===== src/sv/apd_pkg.sv =====
package apd_pkg;

  // Input command codes
  typedef enum logic [1:0] {
    CMD_SAMPLE = 2'd0,
    CMD_FIRE   = 2'd1,
    CMD_LEVEL  = 2'd2,
    CMD_NONE   = 2'd3
  } cmd_t;

  // Configuration register indexes
  localparam logic [2:0] REG_SAMPLE_INTERVAL = 3'd0;
  localparam logic [2:0] REG_IDLE_INTERVAL   = 3'd1;
  localparam logic [2:0] REG_MIN_PERIOD      = 3'd2;
  localparam logic [2:0] REG_MAX_PERIOD      = 3'd3;
  localparam logic [2:0] REG_INVERT_GATE     = 3'd4;

  localparam int CFG_IDX_W  = 3;
  localparam int CFG_DATA_W = 24;
  localparam int IN_DATA_W  = 48;
  localparam int OUT_DATA_W = 64;

  localparam logic [7:0] FULL_LEVEL = 8'hFF;
  localparam int POWER_SHIFT = 10;
  localparam int PULSE_SHIFT = 7;
  localparam int DIV_STEPS   = 32;
  localparam int DIV_CNT_W   = 6;

  // Datapath commands issued by the controller
  typedef enum logic [3:0] {
    OP_IDLE,
    OP_LOAD,
    OP_SAMPLE,
    OP_FIRE_A,
    OP_FIRE_B,
    OP_SETLVL,
    OP_KN_RISE,
    OP_KN_CROSS,
    OP_DIV_STEP,
    OP_FIN_FIRE,
    OP_FIN_RISE,
    OP_FIN_CROSS,
    OP_OUT
  } dp_op_t;

  // Datapath status seen by the controller
  typedef struct packed {
    cmd_t cmd;
    logic fire_calc;
    logic need_div;
    logic div_last;
    logic out_free;
  } dp_stat_t;

  // Turn-on delay fraction of one line period, scaled by 1024
  localparam logic [10:0] POWER_TABLE [256] = '{
    11'd1024, 11'd983, 11'd966, 11'd953, 11'd942, 11'd932, 11'd924, 11'd915,
    11'd908, 11'd901, 11'd894, 11'd888, 11'd881, 11'd876, 11'd870, 11'd864,
    11'd859, 11'd854, 11'd849, 11'd844, 11'd839, 11'd834, 11'd830, 11'd825,
    11'd821, 11'd816, 11'd812, 11'd808, 11'd804, 11'd800, 11'd796, 11'd792,
    11'd788, 11'd784, 11'd780, 11'd777, 11'd773, 11'd769, 11'd766, 11'd762,
    11'd759, 11'd755, 11'd752, 11'd748, 11'd745, 11'd741, 11'd738, 11'd735,
    11'd731, 11'd728, 11'd725, 11'd722, 11'd719, 11'd715, 11'd712, 11'd709,
    11'd706, 11'd703, 11'd700, 11'd697, 11'd694, 11'd691, 11'd688, 11'd685,
    11'd682, 11'd679, 11'd676, 11'd673, 11'd670, 11'd667, 11'd664, 11'd662,
    11'd659, 11'd656, 11'd653, 11'd650, 11'd648, 11'd645, 11'd642, 11'd639,
    11'd636, 11'd634, 11'd631, 11'd628, 11'd625, 11'd623, 11'd620, 11'd617,
    11'd615, 11'd612, 11'd609, 11'd607, 11'd604, 11'd601, 11'd599, 11'd596,
    11'd593, 11'd591, 11'd588, 11'd585, 11'd583, 11'd580, 11'd578, 11'd575,
    11'd572, 11'd570, 11'd567, 11'd565, 11'd562, 11'd559, 11'd557, 11'd554,
    11'd552, 11'd549, 11'd547, 11'd544, 11'd541, 11'd539, 11'd536, 11'd534,
    11'd531, 11'd529, 11'd526, 11'd524, 11'd521, 11'd518, 11'd516, 11'd513,
    11'd511, 11'd508, 11'd506, 11'd503, 11'd500, 11'd498, 11'd495, 11'd493,
    11'd490, 11'd488, 11'd485, 11'd483, 11'd480, 11'd477, 11'd475, 11'd472,
    11'd470, 11'd467, 11'd465, 11'd462, 11'd459, 11'd457, 11'd454, 11'd452,
    11'd449, 11'd446, 11'd444, 11'd441, 11'd439, 11'd436, 11'd433, 11'd431,
    11'd428, 11'd425, 11'd423, 11'd420, 11'd417, 11'd415, 11'd412, 11'd409,
    11'd407, 11'd404, 11'd401, 11'd399, 11'd396, 11'd393, 11'd390, 11'd388,
    11'd385, 11'd382, 11'd379, 11'd376, 11'd374, 11'd371, 11'd368, 11'd365,
    11'd362, 11'd360, 11'd357, 11'd354, 11'd351, 11'd348, 11'd345, 11'd342,
    11'd339, 11'd336, 11'd333, 11'd330, 11'd327, 11'd324, 11'd321, 11'd318,
    11'd315, 11'd312, 11'd309, 11'd305, 11'd302, 11'd299, 11'd296, 11'd293,
    11'd289, 11'd286, 11'd283, 11'd279, 11'd276, 11'd272, 11'd269, 11'd265,
    11'd262, 11'd258, 11'd255, 11'd251, 11'd247, 11'd244, 11'd240, 11'd236,
    11'd232, 11'd228, 11'd224, 11'd220, 11'd216, 11'd212, 11'd208, 11'd203,
    11'd199, 11'd194, 11'd190, 11'd185, 11'd180, 11'd175, 11'd170, 11'd165,
    11'd160, 11'd154, 11'd148, 11'd143, 11'd136, 11'd130, 11'd123, 11'd116,
    11'd109, 11'd100, 11'd92, 11'd82, 11'd71, 11'd58, 11'd41, 11'd0
  };

  // a strictly after b in wrapping time
  function automatic logic is_after(input logic [31:0] a, input logic [31:0] b);
    logic [31:0] d;
    d = a - b;
    return (d != 32'd0) && !d[31];
  endfunction

endpackage


===== src/sv/ac_phase_angle_dimmer_core.sv =====
// Set-level and unused commands go straight to the output step; firing events and sensor
// samples may also run remainder passes in the shared divider (one pass per time advance,
// at most two per sample).
// Throughput: one item at a time; the next item is taken once the result is in the
// output register, which may still wait. Synchronous active-low reset restores the
// register defaults and clears all tracking state.
module ac_phase_angle_dimmer_core
  import apd_pkg::*;
#(
  parameter int DEBOUNCE_COUNT = 5
) (
  input  logic                  clk,
  input  logic                  rst_n,
  input  logic                  in_tvalid,
  output logic                  in_tready,
  input  logic [IN_DATA_W-1:0]  in_tdata,   // now[31:0], sensor_level[32], new_level[40:33]
  input  logic [1:0]            in_tuser,   // cmd[1:0]
  output logic                  out_tvalid,
  input  logic                  out_tready,
  output logic [OUT_DATA_W-1:0] out_tdata,  // next_wake[31:0], gate_level[32],
                                            // line_period[56:33], crossing_known[57]
  input  logic                  cfg_wr_en,
  input  logic [CFG_IDX_W-1:0]  cfg_index,
  input  logic [CFG_DATA_W-1:0] cfg_wdata
);

  dp_op_t   op;
  dp_stat_t stat;

  apd_ctrl u_ctrl (
    .clk       (clk),
    .rst_n     (rst_n),
    .in_tvalid (in_tvalid),
    .in_tready (in_tready),
    .stat      (stat),
    .op        (op)
  );

  apd_dp #(
    .DEBOUNCE_COUNT (DEBOUNCE_COUNT)
  ) u_dp (
    .clk       (clk),
    .rst_n     (rst_n),
    .op        (op),
    .stat      (stat),
    .in_cmd    (in_tuser),
    .in_data   (in_tdata),
    .cfg_wr_en (cfg_wr_en),
    .cfg_index (cfg_index),
    .cfg_wdata (cfg_wdata),
    .out_valid (out_tvalid),
    .out_ready (out_tready),
    .out_data  (out_tdata)
  );

endmodule


===== src/sv/apd_ctrl.sv =====
module apd_ctrl
  import apd_pkg::*;
(
  input  logic     clk,
  input  logic     rst_n,
  input  logic     in_tvalid,
  output logic     in_tready,
  input  dp_stat_t stat,
  output dp_op_t   op
);

  typedef enum logic [2:0] {
    S_IDLE,
    S_EXEC,
    S_FIRE_B,
    S_KN_RISE,
    S_KN_CROSS,
    S_DIV,
    S_FIN,
    S_DONE
  } state_t;

  state_t state_r, state_nxt;
  dp_op_t fin_r, fin_nxt;

  assign in_tready = (state_r == S_IDLE);

  // Sequence the datapath through one item
  always_comb begin
    state_nxt = state_r;
    fin_nxt   = fin_r;
    op        = OP_IDLE;
    unique case (state_r)
      S_IDLE: begin
        if (in_tvalid) begin
          op        = OP_LOAD;
          state_nxt = S_EXEC;
        end
      end
      S_EXEC: begin
        unique case (stat.cmd)
          CMD_SAMPLE: begin
            op        = OP_SAMPLE;
            state_nxt = S_KN_RISE;
          end
          CMD_FIRE: begin
            op        = OP_FIRE_A;
            state_nxt = stat.fire_calc ? S_FIRE_B : S_DONE;
          end
          CMD_LEVEL: begin
            op        = OP_SETLVL;
            state_nxt = S_DONE;
          end
          default: state_nxt = S_DONE;
        endcase
      end
      S_FIRE_B: begin
        op = OP_FIRE_B;
        if (stat.need_div) begin
          fin_nxt   = OP_FIN_FIRE;
          state_nxt = S_DIV;
        end else begin
          state_nxt = S_DONE;
        end
      end
      S_KN_RISE: begin
        op = OP_KN_RISE;
        if (stat.need_div) begin
          fin_nxt   = OP_FIN_RISE;
          state_nxt = S_DIV;
        end else begin
          state_nxt = S_KN_CROSS;
        end
      end
      S_KN_CROSS: begin
        op = OP_KN_CROSS;
        if (stat.need_div) begin
          fin_nxt   = OP_FIN_CROSS;
          state_nxt = S_DIV;
        end else begin
          state_nxt = S_DONE;
        end
      end
      S_DIV: begin
        op = OP_DIV_STEP;
        if (stat.div_last) state_nxt = S_FIN;
      end
      S_FIN: begin
        op        = fin_r;
        state_nxt = (fin_r == OP_FIN_RISE) ? S_KN_CROSS : S_DONE;
      end
      S_DONE: begin
        if (stat.out_free) begin
          op        = OP_OUT;
          state_nxt = S_IDLE;
        end
      end
      default: state_nxt = S_IDLE;
    endcase
  end

  always_ff @(posedge clk) begin
    if (!rst_n) begin
      state_r <= S_IDLE;
      fin_r   <= OP_FIN_FIRE;
    end else begin
      state_r <= state_nxt;
      fin_r   <= fin_nxt;
    end
  end

endmodule


===== src/sv/apd_dp.sv =====
module apd_dp
  import apd_pkg::*;
#(
  parameter int DEBOUNCE_COUNT = 5
) (
  input  logic                  clk,
  input  logic                  rst_n,
  input  dp_op_t                op,
  output dp_stat_t              stat,
  input  logic [1:0]            in_cmd,
  input  logic [IN_DATA_W-1:0]  in_data,
  input  logic                  cfg_wr_en,
  input  logic [CFG_IDX_W-1:0]  cfg_index,
  input  logic [CFG_DATA_W-1:0] cfg_wdata,
  output logic                  out_valid,
  input  logic                  out_ready,
  output logic [OUT_DATA_W-1:0] out_data
);

  localparam int CNT_W = $clog2(DEBOUNCE_COUNT + 2);
  localparam logic [CNT_W-1:0] DC = CNT_W'(DEBOUNCE_COUNT);
  localparam logic [31:0] DC32 = 32'(DEBOUNCE_COUNT);

  // Captured item
  cmd_t        cmd_r;
  logic [31:0] now_r;
  logic        lvl_r;
  logic [7:0]  newlvl_r;

  // Configuration
  logic [15:0] si_r;
  logic [19:0] idle_r;
  logic [23:0] min_r, max_r;
  logic        inv_r;

  // Tracking state
  logic [CNT_W-1:0] hc_r, hc_nxt, lc_r, lc_nxt;
  logic [31:0] rc_r, rc_nxt, fc_r, fc_nxt, rise_r, rise_nxt, cross_r, cross_nxt;
  logic        rk_r, rk_nxt, cv_r, cv_nxt, pend_r, pend_nxt, gate_r, gate_nxt;
  logic [23:0] period_r, period_nxt;
  logic [31:0] fw_r, fw_nxt;
  logic [7:0]  power_r, power_nxt;

  // Work registers
  logic [31:0] wake_r, wake_nxt;
  logic [34:0] prod_r, prod_nxt;
  logic [31:0] m_r, m_nxt, dq_r, dq_nxt;
  logic [24:0] rem_r, rem_nxt;
  logic [DIV_CNT_W-1:0] cnt_r, cnt_nxt;
  logic        out_valid_r, out_valid_nxt;
  logic [OUT_DATA_W-1:0] out_data_r, out_data_nxt;

  // Shared helper values
  logic [31:0] p32, p8, rem32, start, kn_t, kn_d, tgt_base, kn_new, skip, wake_s, cp;
  logic [24:0] rem_sh;
  logic        fire_calc, need_div;

  assign p32   = {8'd0, period_r};
  assign p8    = {5'd0, period_r, 3'd0};
  assign rem32 = {8'd0, rem_r[23:0]};
  assign start = cross_r + {7'd0, prod_r[34:POWER_SHIFT]} - p32;
  assign kn_t  = (op == OP_KN_CROSS) ? cross_r : rise_r;
  assign kn_d  = kn_t + p8 - wake_r;
  assign tgt_base = (op == OP_FIN_CROSS) ? cross_r : rise_r;
  assign kn_new = tgt_base + m_r + ((rem_r[23:0] != 24'd0) ? (p32 - rem32) : 32'd0);
  assign rem_sh = {rem_r[23:0], dq_r[31]};

  assign fire_calc = (power_r != 8'd0) && (period_r != 24'd0) && cv_r &&
                     (power_r != FULL_LEVEL) && !pend_r;

  // Decide whether the current step needs a remainder
  always_comb begin
    case (op)
      OP_FIRE_B:   need_div = !is_after(start, now_r);
      OP_KN_RISE:  need_div = (period_r != 24'd0) && rk_r && kn_d[31];
      OP_KN_CROSS: need_div = (period_r != 24'd0) && cv_r && kn_d[31];
      default:     need_div = 1'b0;
    endcase
  end

  assign stat.cmd       = cmd_r;
  assign stat.fire_calc = fire_calc;
  assign stat.need_div  = need_div;
  assign stat.div_last  = (cnt_r == DIV_CNT_W'(1));
  assign stat.out_free  = !out_valid_r || out_ready;

  assign out_valid = out_valid_r;
  assign out_data  = out_data_r;

  // Next-state logic for every datapath command
  always_comb begin
    hc_nxt = hc_r;  lc_nxt = lc_r;  rc_nxt = rc_r;  fc_nxt = fc_r;
    rise_nxt = rise_r;  cross_nxt = cross_r;  rk_nxt = rk_r;  cv_nxt = cv_r;
    pend_nxt = pend_r;  gate_nxt = gate_r;  period_nxt = period_r;
    fw_nxt = fw_r;  power_nxt = power_r;
    wake_nxt = wake_r;  prod_nxt = prod_r;  m_nxt = m_r;  dq_nxt = dq_r;
    rem_nxt = rem_r;  cnt_nxt = cnt_r;
    out_valid_nxt = out_valid_r && !out_ready;
    out_data_nxt = out_data_r;
    wake_s = now_r + {16'd0, si_r};
    cp = rc_r - rise_r;
    skip = rise_r + {8'd0, min_r} - 32'(DC32 * {16'd0, si_r});

    case (op)
      OP_SAMPLE: begin
        if (lvl_r) begin
          if (lc_r <= DC) lc_nxt = '0;
          if (hc_r < DC) begin
            if (hc_r == '0) rc_nxt = wake_s;
            hc_nxt = hc_r + CNT_W'(1);
          end else if (hc_r == DC) begin
            if (rk_r && (cp >= {8'd0, min_r}) && (cp <= {8'd0, max_r}))
              period_nxt = cp[23:0];
            hc_nxt   = DC + CNT_W'(1);
            rise_nxt = rc_r;
            rk_nxt   = 1'b1;
            lc_nxt   = '0;
          end
        end else begin
          if (hc_r <= DC) hc_nxt = '0;
          if (lc_r < DC) begin
            if (lc_r == '0) fc_nxt = wake_s;
            lc_nxt = lc_r + CNT_W'(1);
          end else if (lc_r == DC) begin
            if (rk_r) begin
              cross_nxt = rise_r + ((fc_r - rise_r) >> 1);
              cv_nxt    = 1'b1;
            end
            lc_nxt = DC + CNT_W'(1);
            hc_nxt = '0;
            // skip sampling through most of the next high phase
            if ((hc_r > DC) && is_after(skip, wake_s + {16'd0, si_r}))
              wake_s = skip;
          end
        end
        wake_nxt = wake_s;
      end
      OP_FIRE_A: begin
        if ((power_r == 8'd0) || (period_r == 24'd0) || !cv_r) begin
          gate_nxt = inv_r;
          pend_nxt = 1'b0;
          fw_nxt   = fw_r + {12'd0, idle_r};
        end else if (power_r == FULL_LEVEL) begin
          gate_nxt = !inv_r;
          pend_nxt = 1'b0;
          fw_nxt   = fw_r + {12'd0, idle_r};
        end else if (pend_r) begin
          gate_nxt = !inv_r;
          pend_nxt = 1'b0;
          fw_nxt   = fw_r + 32'(period_r >> PULSE_SHIFT);
        end else begin
          gate_nxt = inv_r;
          pend_nxt = 1'b1;
          prod_nxt = 35'(period_r) * 35'(POWER_TABLE[power_r]);
        end
      end
      OP_FIRE_B: begin
        if (need_div) begin
          m_nxt   = now_r - start;
          dq_nxt  = now_r - start;
          rem_nxt = '0;
          cnt_nxt = DIV_CNT_W'(DIV_STEPS);
        end else begin
          fw_nxt = start;
        end
      end
      OP_KN_RISE, OP_KN_CROSS: begin
        if (need_div) begin
          m_nxt   = 32'd0 - kn_d;
          dq_nxt  = 32'd0 - kn_d;
          rem_nxt = '0;
          cnt_nxt = DIV_CNT_W'(DIV_STEPS);
        end
      end
      OP_DIV_STEP: begin
        // one restoring remainder step
        rem_nxt = (rem_sh >= {1'b0, period_r}) ? (rem_sh - {1'b0, period_r}) : rem_sh;
        dq_nxt  = {dq_r[30:0], 1'b0};
        cnt_nxt = cnt_r - DIV_CNT_W'(1);
      end
      OP_FIN_FIRE:  fw_nxt    = now_r - rem32 + p32;
      OP_FIN_RISE:  rise_nxt  = kn_new;
      OP_FIN_CROSS: cross_nxt = kn_new;
      OP_SETLVL:    power_nxt = newlvl_r;
      OP_OUT: begin
        out_valid_nxt = 1'b1;
        out_data_nxt  = {6'd0, cv_r, period_r, gate_r,
                         (cmd_r == CMD_SAMPLE) ? wake_r : fw_r};
      end
      default: ;
    endcase
  end

  // Capture item and configuration
  always_ff @(posedge clk) begin
    if (op == OP_LOAD) begin
      cmd_r    <= cmd_t'(in_cmd);
      now_r    <= in_data[31:0];
      lvl_r    <= in_data[32];
      newlvl_r <= in_data[40:33];
    end
  end

  always_ff @(posedge clk) begin
    if (!rst_n) begin
      si_r   <= 16'd25;
      idle_r <= 20'd1000;
      min_r  <= 24'd7142;
      max_r  <= 24'd12500;
      inv_r  <= 1'b0;
    end else if (cfg_wr_en) begin
      unique case (cfg_index)
        REG_SAMPLE_INTERVAL: si_r   <= cfg_wdata[15:0];
        REG_IDLE_INTERVAL:   idle_r <= cfg_wdata[19:0];
        REG_MIN_PERIOD:      min_r  <= cfg_wdata;
        REG_MAX_PERIOD:      max_r  <= cfg_wdata;
        REG_INVERT_GATE:     inv_r  <= cfg_wdata[0];
        default: ;
      endcase
    end
  end

  // Tracking state
  always_ff @(posedge clk) begin
    if (!rst_n) begin
      hc_r <= '0;  lc_r <= '0;  rc_r <= '0;  fc_r <= '0;
      rise_r <= '0;  cross_r <= '0;  rk_r <= 1'b0;  cv_r <= 1'b0;
      pend_r <= 1'b0;  gate_r <= 1'b0;  period_r <= '0;  fw_r <= '0;
      power_r <= '0;  out_valid_r <= 1'b0;
    end else begin
      hc_r <= hc_nxt;  lc_r <= lc_nxt;  rc_r <= rc_nxt;  fc_r <= fc_nxt;
      rise_r <= rise_nxt;  cross_r <= cross_nxt;  rk_r <= rk_nxt;  cv_r <= cv_nxt;
      pend_r <= pend_nxt;  gate_r <= gate_nxt;  period_r <= period_nxt;
      fw_r <= fw_nxt;  power_r <= power_nxt;  out_valid_r <= out_valid_nxt;
    end
  end

  // Work registers
  always_ff @(posedge clk) begin
    wake_r     <= wake_nxt;
    prod_r     <= prod_nxt;
    m_r        <= m_nxt;
    dq_r       <= dq_nxt;
    rem_r      <= rem_nxt;
    cnt_r      <= cnt_nxt;
    out_data_r <= out_data_nxt;
  end

endmodule


===== config.mk =====
export PLATFORM = sky130hd
export DESIGN_NAME = ac_phase_angle_dimmer_core
export DESIGN_NICKNAME = d
export VERILOG_FILES = /design/src/sv/apd_pkg.sv /design/src/sv/ac_phase_angle_dimmer_core.sv /design/src/sv/apd_ctrl.sv /design/src/sv/apd_dp.sv
export SDC_FILE = /design/constraint.sdc
export NUM_CORES = 2
export LEC_CHECK = 0
export BUFFER_PORTS_ARGS = -buffer_cell sky130_fd_sc_hd__buf_2
export CAP_MARGIN = 0
export CORE_MARGIN = 5
export CORE_UTILIZATION = 38
export DETAILED_ROUTE_END_ITERATION = 10
export PLACE_DENSITY = 0.59
export SLEW_MARGIN = 40
export SYNTH_ARGS = -nofsm -noshare
export SYNTH_HDL_FRONTEND = slang
export SYNTH_SLANG_ARGS = --single-unit

===== constraint.sdc =====
create_clock -name clk -period 7.6 [get_ports clk]
set_input_delay 0 -clock clk [delete_from_list [all_inputs] [get_ports clk]]
set_output_delay 0 -clock clk [all_outputs]
set_load 0.1 [all_outputs]

== Word level (Yosys, flattened, before mapping) ==
Memories as Yosys holds them, arrays and structs flattened.
Cells that the tools add are included.

* Flip-flop bits (word level): 557
* ROM bits: 2816
* Input port bits: 82
* Output and inout port bits: 66
* Memories kept: 1

{| class="wikitable"
|+ Memories
! memory !! depth !! width !! rd ports !! clocked after Yosys merged registers in !! write ports !! RTL line !! source
|-
| (name not given) || 256 || 11 || 1 || 0 || 0 || apd_dp.sv:154 || <nowiki>prod_nxt = 35'(period_r) * 35'(POWER_TABLE[power_r]);</nowiki>
|}

* $add $sub $neg: 26
* Multipliers: 2
* Order comparisons: 9
* Equality and inequality tests: 50
* Muxes and demuxes: 70
* Bitwise logic cells: 7
* Reduce and logical (&&, ||, !) cells: 69

{| class="wikitable"
|+ Operators by type and width
! kind !! number
|-
| $mux W32 || 21
|-
| $pmux W32 S2 || 3
|-
| $pmux W32 S3 || 2
|-
| $sub A32 B32 Y32 || 6
|-
| $add A32 B16 Y32 || 2
|-
| $add A32 B24 Y32 || 2
|-
| $add A32 B32 Y32 || 2
|-
| $reduce_bool A32 Y1 || 2
|-
| $sub A32 B24 Y32 || 2
|-
| $mux W24 || 2
|-
| $mux W3 || 16
|-
| $pmux W24 S2 || 1
|-
| $reduce_bool A24 Y1 || 2
|-
| $mul A24 B11 Y35 || 1
|-
| $add A32 B17 Y32 || 1
|-
| $add A32 B20 Y32 || 1
|-
| $add A32 B25 Y32 || 1
|-
| $add A32 B27 Y32 || 1
|-
| $add A32 B31 Y32 || 1
|-
| $ge A32 B24 Y1 || 1
|-
| $le A32 B24 Y1 || 1
|-
| $pmux W4 S8 || 1
|-
| $sub A1 B32 Y32 const A || 1
|-
| $sub A32 B19 Y32 || 1
|-
| 55 further kinds || 159
|}

== Depth between registers and ports, before layout ==
* Depth after elaboration: 12
* Mapped depth: 37
* Gate-level depth less buffers: 34

== Modules after synthesis ==
Synthesis repeated with hierarchy kept, for this count alone.

* Cell total of the unflattened synthesis: 7386
* Area, all modules: 61376.4 um^2

{| class="wikitable"
|+ By module, submodules not included
! module !! instances !! cells an instance !! area each (um^2) !! sequential area each (um^2)
|-
| apd_dp || 1 || 7316 || 60864.6 || 13332.8
|-
| apd_ctrl || 1 || 70 || 511.7 || 100.1
|}

== Worst setup path after synthesis ==
OpenSTA, ideal clock, no wires.

* Kind: reg2reg
* From: register u_dp.power_r[0]
* To: register u_dp.prod_r[28], data pin
* Library setup time: 258 ps
* Arrival: 7954 ps
* Data required time: 7342 ps
* Path slack: -611 ps
* Stages on the path, launching flop included: 36
* Buffers on the path: 4
* Cell sequence: dfxtp_1 -> clkbuf_1 -> inv_1 -> ha_1 -> clkbuf_1 -> clkbuf_1 -> nor2_1 -> a221oi_1 -> a21oi_1 -> a311oi_1 -> a21oi_1 -> nand2_1 -> o21ai_0 -> a22oi_1 -> clkbuf_1 -> nand2_1 -> fa_1 -> inv_1 -> fa_1 -> inv_1 -> fa_1 -> fa_1 -> inv_1 -> fa_1 -> ha_1 -> a21o_1 -> a21oi_1 -> o21ai_0 -> a21o_1 -> nand2_1 -> a21oi_1 -> o211a_1 -> a41o_1 -> a311o_1 -> a21oi_1 -> xnor2_1

* Cells in the longest elaborated chain, start to end: 5

{| class="wikitable"
|+ RTL lines
! item !! RTL line !! source
|-
| from (decl) || apd_dp.sv:42 || <nowiki>logic [7:0] power_r, power_nxt;</nowiki>
|-
| from (signal assigned) || apd_dp.sv:234 || <nowiki>fw_r <= fw_nxt; power_r <= power_nxt; out_valid_r <= out_valid_nxt;</nowiki>
|-
| $not A8 Y9 (not written as such) || apd_dp.sv:154 ||
|-
| $mem_v2 Z256 W11 || n/a ||
|-
| $mux W11 (not written as such) (2 in a row) || apd_dp.sv:154 ||
|-
| $mul A24 B11 Y35 || apd_dp.sv:154 ||
|-
| to (signal assigned) || apd_dp.sv:241 || <nowiki>prod_r <= prod_nxt;</nowiki>
|-
| to (decl) || apd_dp.sv:46 || <nowiki>logic [34:0] prod_r, prod_nxt;</nowiki>
|}

Every way passes these cells. The select of a mux whose other input is x is not followed.
A chain may end at the register's enable or synchronous reset.

== Final worst setup path ==
* From: register u_dp.si_r[3]
* To: register u_dp.wake_r[30], data pin

* Cells in the longest elaborated chain, start to end: 10

{| class="wikitable"
|+ RTL lines
! item !! RTL line !! source
|-
| from (decl) || apd_dp.sv:31 || <nowiki>logic [15:0] si_r;</nowiki>
|-
| from (signal assigned) || apd_dp.sv:213 || <nowiki>REG_SAMPLE_INTERVAL: si_r <= cfg_wdata[15:0];</nowiki>
|-
| $mul A3 B16 Y19 / $add A32 B16 Y32 (equally long branches) || apd_dp.sv:102, apd_dp.sv:100 ||
|-
| $sub A32 B19 Y32 / $add A32 B16 Y32 (equally long branches) || apd_dp.sv:102, apd_dp.sv:132 ||
|-
| $sub A32 B32 Y32 || apd_pkg.sv:94 || <nowiki>d = a - b;</nowiki>
|-
| $reduce_bool A32 Y1 / $logic_not A1 Y1 (equally long branches) || apd_pkg.sv:95 || <nowiki>return (d != 32'd0) && !d[31];</nowiki>
|-
| $logic_and A1 B1 Y1 || apd_pkg.sv:95 ||
|-
| $logic_and A1 B1 Y1 || apd_dp.sv:132 || <nowiki>if ((hc_r > DC) && is_after(skip, wake_s + {16'd0, si_r}))</nowiki>
|-
| $mux W32 || apd_dp.sv:132 ||
|-
| $mux W32 || apd_dp.sv:124 || <nowiki>end else if (lc_r == DC) begin</nowiki>
|-
| $mux W32 || apd_dp.sv:121 || <nowiki>if (lc_r < DC) begin</nowiki>
|-
| $mux W32 (*) || apd_dp.sv:106 || <nowiki>if (lvl_r) begin</nowiki>
|-
| to (signal assigned) || apd_dp.sv:240 || <nowiki>wake_r <= wake_nxt;</nowiki>
|-
| to (decl) || apd_dp.sv:45 || <nowiki>logic [31:0] wake_r, wake_nxt;</nowiki>
|}

Mark *: on every way between the ends. The rest lies on a longest branch, timed or not.

==> impl_metrics.env <==
export IMPL_status="finished clean"
export IMPL_worstSetupStartpoint="u_dp.si_r[3]$_SDFFE_PN1P_"
export IMPL_achievable_frequency_mhz=133.6
export IMPL_placed_cells_incl_taps=10050
export IMPL_end_of_the_worst_register_to_register_path="u_dp.wake_r[30]$_DFFE_PP_"
export IMPL_synthTopCellsByCount="sky130_fd_sc_hd__inv_1, sky130_fd_sc_hd__nand2_1, sky130_fd_sc_hd__ha_1"
export IMPL_stdcell_count=10330
export IMPL_worst_path_max_fanout=5
export IMPL_area_used_by_sequential_logic_in_the_layout_um2=13460
export IMPL_synth_most_common_cell="sky130_fd_sc_hd__inv_1"
export IMPL_filler_cell_count=15780
export IMPL_synth_main_ff_cell="sky130_fd_sc_hd__dfxtp_1"
export IMPL_synth_edf_count=252
export IMPL_crit_path_top_delay_cell="sky130_fd_sc_hd__fa_1"
export IMPL_area_of_the_core_um2=160200
export IMPL_timing_max_slew_rel_slack_pct=35.47
export IMPL_num_io_pins=148
export IMPL_initial_core_util_pct=38.13
export IMPL_transition_time_of_the_tightest_slew_check_pin_ns=0.9545
export IMPL_share_of_synthesized_registers_carrying_an_async_set_or_reset_pct=0
export IMPL_timing_max_cap_violations=0
export IMPL_die_outline_area_um2=168900
export IMPL_multi_input_comb_area_um2=44130
export IMPL_vdd_ir_drop_worst_v=0.0003929
export IMPL_cts_sink_count=545
export IMPL_clock_tree_from_tritoncts="yes"
export IMPL_clock_tree_htree_level_count=3
export IMPL_setup_worst_path_end_class="flip-flop"
export IMPL_via_count_of_the_first_global_routing_pass=56420
export IMPL_final_nets=9188
export IMPL_postRouteAntennaNets=0
export IMPL_drt_total_wl_um=250200
export IMPL_layout_worst_path_cycle_share_pct=98.52
export IMPL_setup_violations=0
export IMPL_leakagePower_nw=32.85
export IMPL_dr_pass1_iters=6
export IMPL_rows=147
export IMPL_pin_count_of_the_biggest_net_entering_global_routing=109
export IMPL_cts_bufs_inserted=75
export IMPL_die_w_um=410.9
export IMPL_wire_length_of_the_first_global_routing_pass_um=365800
export IMPL_synthCells=7431
export IMPL_cellPowerDensity_nw_per_um2=439.1
export IMPL_die_height_um=410.9
export IMPL_hold_viol_final=0
export IMPL_clock_latency_ns=0.70
export IMPL_clock_pin_slew_on_the_worst_setup_and_hold_paths_ns=0.06
export IMPL_cts_root_buf="sky130_fd_sc_hd__clkbuf_16"
export IMPL_num_vias=58360
export IMPL_worst_setup_path_start_kind="flip-flop"
export IMPL_sequential_cell_area_fraction_in_the_yosys_report_pct=21.99
export IMPL_min_period_ns=7.488
export IMPL_synthTopCellsByArea="sky130_fd_sc_hd__ha_1, sky130_fd_sc_hd__edfxtp_1, sky130_fd_sc_hd__fa_1"
export IMPL_detailedPlacementHpwl_um=200500
export IMPL_initial_antenna_violation_count=8
export IMPL_drv_slew=0
export IMPL_drt_wirelength_per_cell_um=24.21
export IMPL_area_growth_pct=19.93
export IMPL_timing_hold_worst_class="primary input to flip-flop"
export IMPL_grt_setup_unrepaired="yes"
export IMPL_portBuffers=134
export IMPL_timing_worst_setup_path_type="flip-flop to flip-flop"
export IMPL_globalRoute_totalOverflow=0
export IMPL_drive_gt1_share_pct=14.39
export IMPL_yosys_warnings=0
export IMPL_synth_area_leader_cell="sky130_fd_sc_hd__ha_1"
export IMPL_grt_usage_pct=28.65
export IMPL_drt_iter0_markers=5646
export IMPL_route_detailed_drc=0
export IMPL_ff2ff_setup_slack_ns=0.11
export IMPL_synth_top_cell_area_share_pct=13.11
export IMPL_gp_congestion=1.016
export IMPL_finalClockSkew_ns=0.04455
export IMPL_cts_buffer_depth=3
export IMPL_postSynthAreaPerCell_um2=8.220
export IMPL_path_common_cell="sky130_fd_sc_hd__nand4_1"
export IMPL_synth_seq_cells=545
export IMPL_worstPathArrival_ns=7.87
export IMPL_worst_setup_path_endpoint="u_dp.wake_r[30]$_DFFE_PP_"
export IMPL_worst_reg2reg_startpoint="u_dp.si_r[3]$_SDFFE_PN1P_"
export IMPL_reg2reg_depth=33
export IMPL_fin_worst_hold_slack_ns=0.03747
export IMPL_worstPathRequired_ns=7.98
export IMPL_synth_area_um2=61080
export IMPL_synth_cell_type_count=100
export IMPL_avgViaCountPerCell=5.648
export IMPL_crit_path_max_incr_delay_ns=0.57
[worst min path at each step]
stage                      start                       end  slack (ns)  cells after the start
global route        in_tdata[25]  u_dp.now_r[25]$_DFFE_PN_        0.04                      2
CTS                 in_tdata[23]  u_dp.now_r[23]$_DFFE_PN_      0.0004                      2
detailed placement  in_tdata[14]  u_dp.now_r[14]$_DFFE_PN_        0.18                      1
finish              in_tdata[31]  u_dp.now_r[31]$_DFFE_PN_        0.04                      2
floorplan            in_tuser[0]   u_dp.cmd_r[0]$_DFFE_PN_         0.1                      0
global placement    in_tdata[13]  u_dp.now_r[13]$_DFFE_PN_        0.18                      1
[report_power, final]
group | internal [mW] | leakage (nW) | switching [mW] | total [mW]
clock network | 2.12 | 1.19 | 1.60 | 3.72
logic | 9.57 | 27.0 | 14.4 | 24.0
registers | 3.78 | 4.62 | 0.690 | 4.48
[cell usage in the layout, fill, tap and decap left out, drive strengths merged, types with 34 or more instances in the layout]
master	netlist	layout
dfxtp	293	293
mux2i	130	130
mux2	59	59
a311oi	34	34
fa	358	358
nor4	47	47
nor2b	89	89
xor2	123	123
or3	45	45
a21o	199	199
ha	640	640
o31ai	35	35
dlygate4sd3	0	120
nand2b	86	86
edfxtp	252	252
nor3	140	140
and3	43	43
buf	49	782
nand3	118	118
nor2	546	546
o211ai	62	62
and2	65	65
inv	875	879
nand4	57	57
o21a	86	86
a221oi	36	36
a31oi	56	56
clkbuf	261	95
o21ai	358	358
a21oi	608	608
xnor2	299	299
o21bai	59	59
a211oi	105	105
nand2	857	857
[layout make-up]
| type | count | share of cell area (%) |
|---|---|---|
| diodes | 3 | 0.01025 |
| clock buffers | 94 | 2.659 |
| clock inverters | 45 | 0.7259 |
| inverters | 876 | 4.511 |
| multi-input cells | 5707 | 60.25 |
| flip-flops and latches | 545 | 18.37 |
| well taps | 2160 | 3.689 |
| repair buffers | 903 | 9.782 |
[sequential cells by signal (all words and copies together), names as in the netlist, 3 cells and up]
signal,flops
u_dp.out_data,58
u_dp.cross_r,32
u_dp.dq_r,32
u_dp.fc_r,32
u_dp.fw_r,32
u_dp.m_r,32
u_dp.now_r,32
u_dp.rc_r,32
u_dp.rise_r,32
u_dp.wake_r,32
u_dp.prod_r,25
u_dp.max_r,24
u_dp.min_r,24
u_dp.period_r,24
u_dp.rem_r,24
u_dp.idle_r,20
u_dp.si_r,16
u_dp.newlvl_r,8
u_dp.power_r,8
u_dp.cnt_r,6
u_ctrl.state_r,3
u_dp.hc_r,3
u_dp.lc_r,3
[logic make-up after synthesis]
family                   Yosys count  synth area share, %
AND/OR/NAND/NOR                 2183                16.38
AO/OA/AOI/OAI                   1904                19.98
buffers and inverters           1186                7.424
adder cells (fa/ha/maj)          998                24.84
flip-flops                       545                21.99
XOR/XNOR                         423                6.088
multiplexers                     191                3.292
other                              1             0.006140
[layer usage]
| layer | vias to the layer above | GRT usage, % | routed length (um) |
|---|---|---|---|
| met1 | 28420 | 38.30 | 107100 |
| li1 | 27220 | - | - |
| met3 | 430 | 5.449 | 20090 |
| met2 | 2293 | 45.11 | 109800 |
| met5 | - | 0 | 8 |
| met4 | 2 | 12.65 | 13130 |
[repair_timing]
item	CTS	global route
hold endpoints to repair	162	0
setup endpoints to repair	42	217
cloned	1	2
gates resized for setup	24	155
pin swaps	9	51
hold buffers	120	0
buffers inserted	2	14
[critical path: cells and delay by family (launching register included)]
kind	cells	cell delay, ns
muxes	1	0.11
AOI/OAI and AO/OA	10	1.77
and+or+nand+nor	10	2.22
adders and majority gates	6	1.96
xor gates and xnor gates	1	0.15
buffers and inverters	5	0.61
DFF	1	0.33
[through the flow]
step                cell area [um^2]  TNS [ns]  worst slack (ns)  power, mW  util, %
floorplan                      61160  -0.03423          -0.03423      18.02        -
global placement               68380    -16.45           -0.5176      26.74    42.68
detailed placement             68610    -25.97           -0.8160      27.00    42.83
CTS                            72400         0         0.0007025      31.14    45.19
global route                   73250    -3.547           -0.1426      34.13    45.72
finish                         73250         0            0.1123      32.16    45.73
No activity file was read; power rests on OpenSTA's default activity.
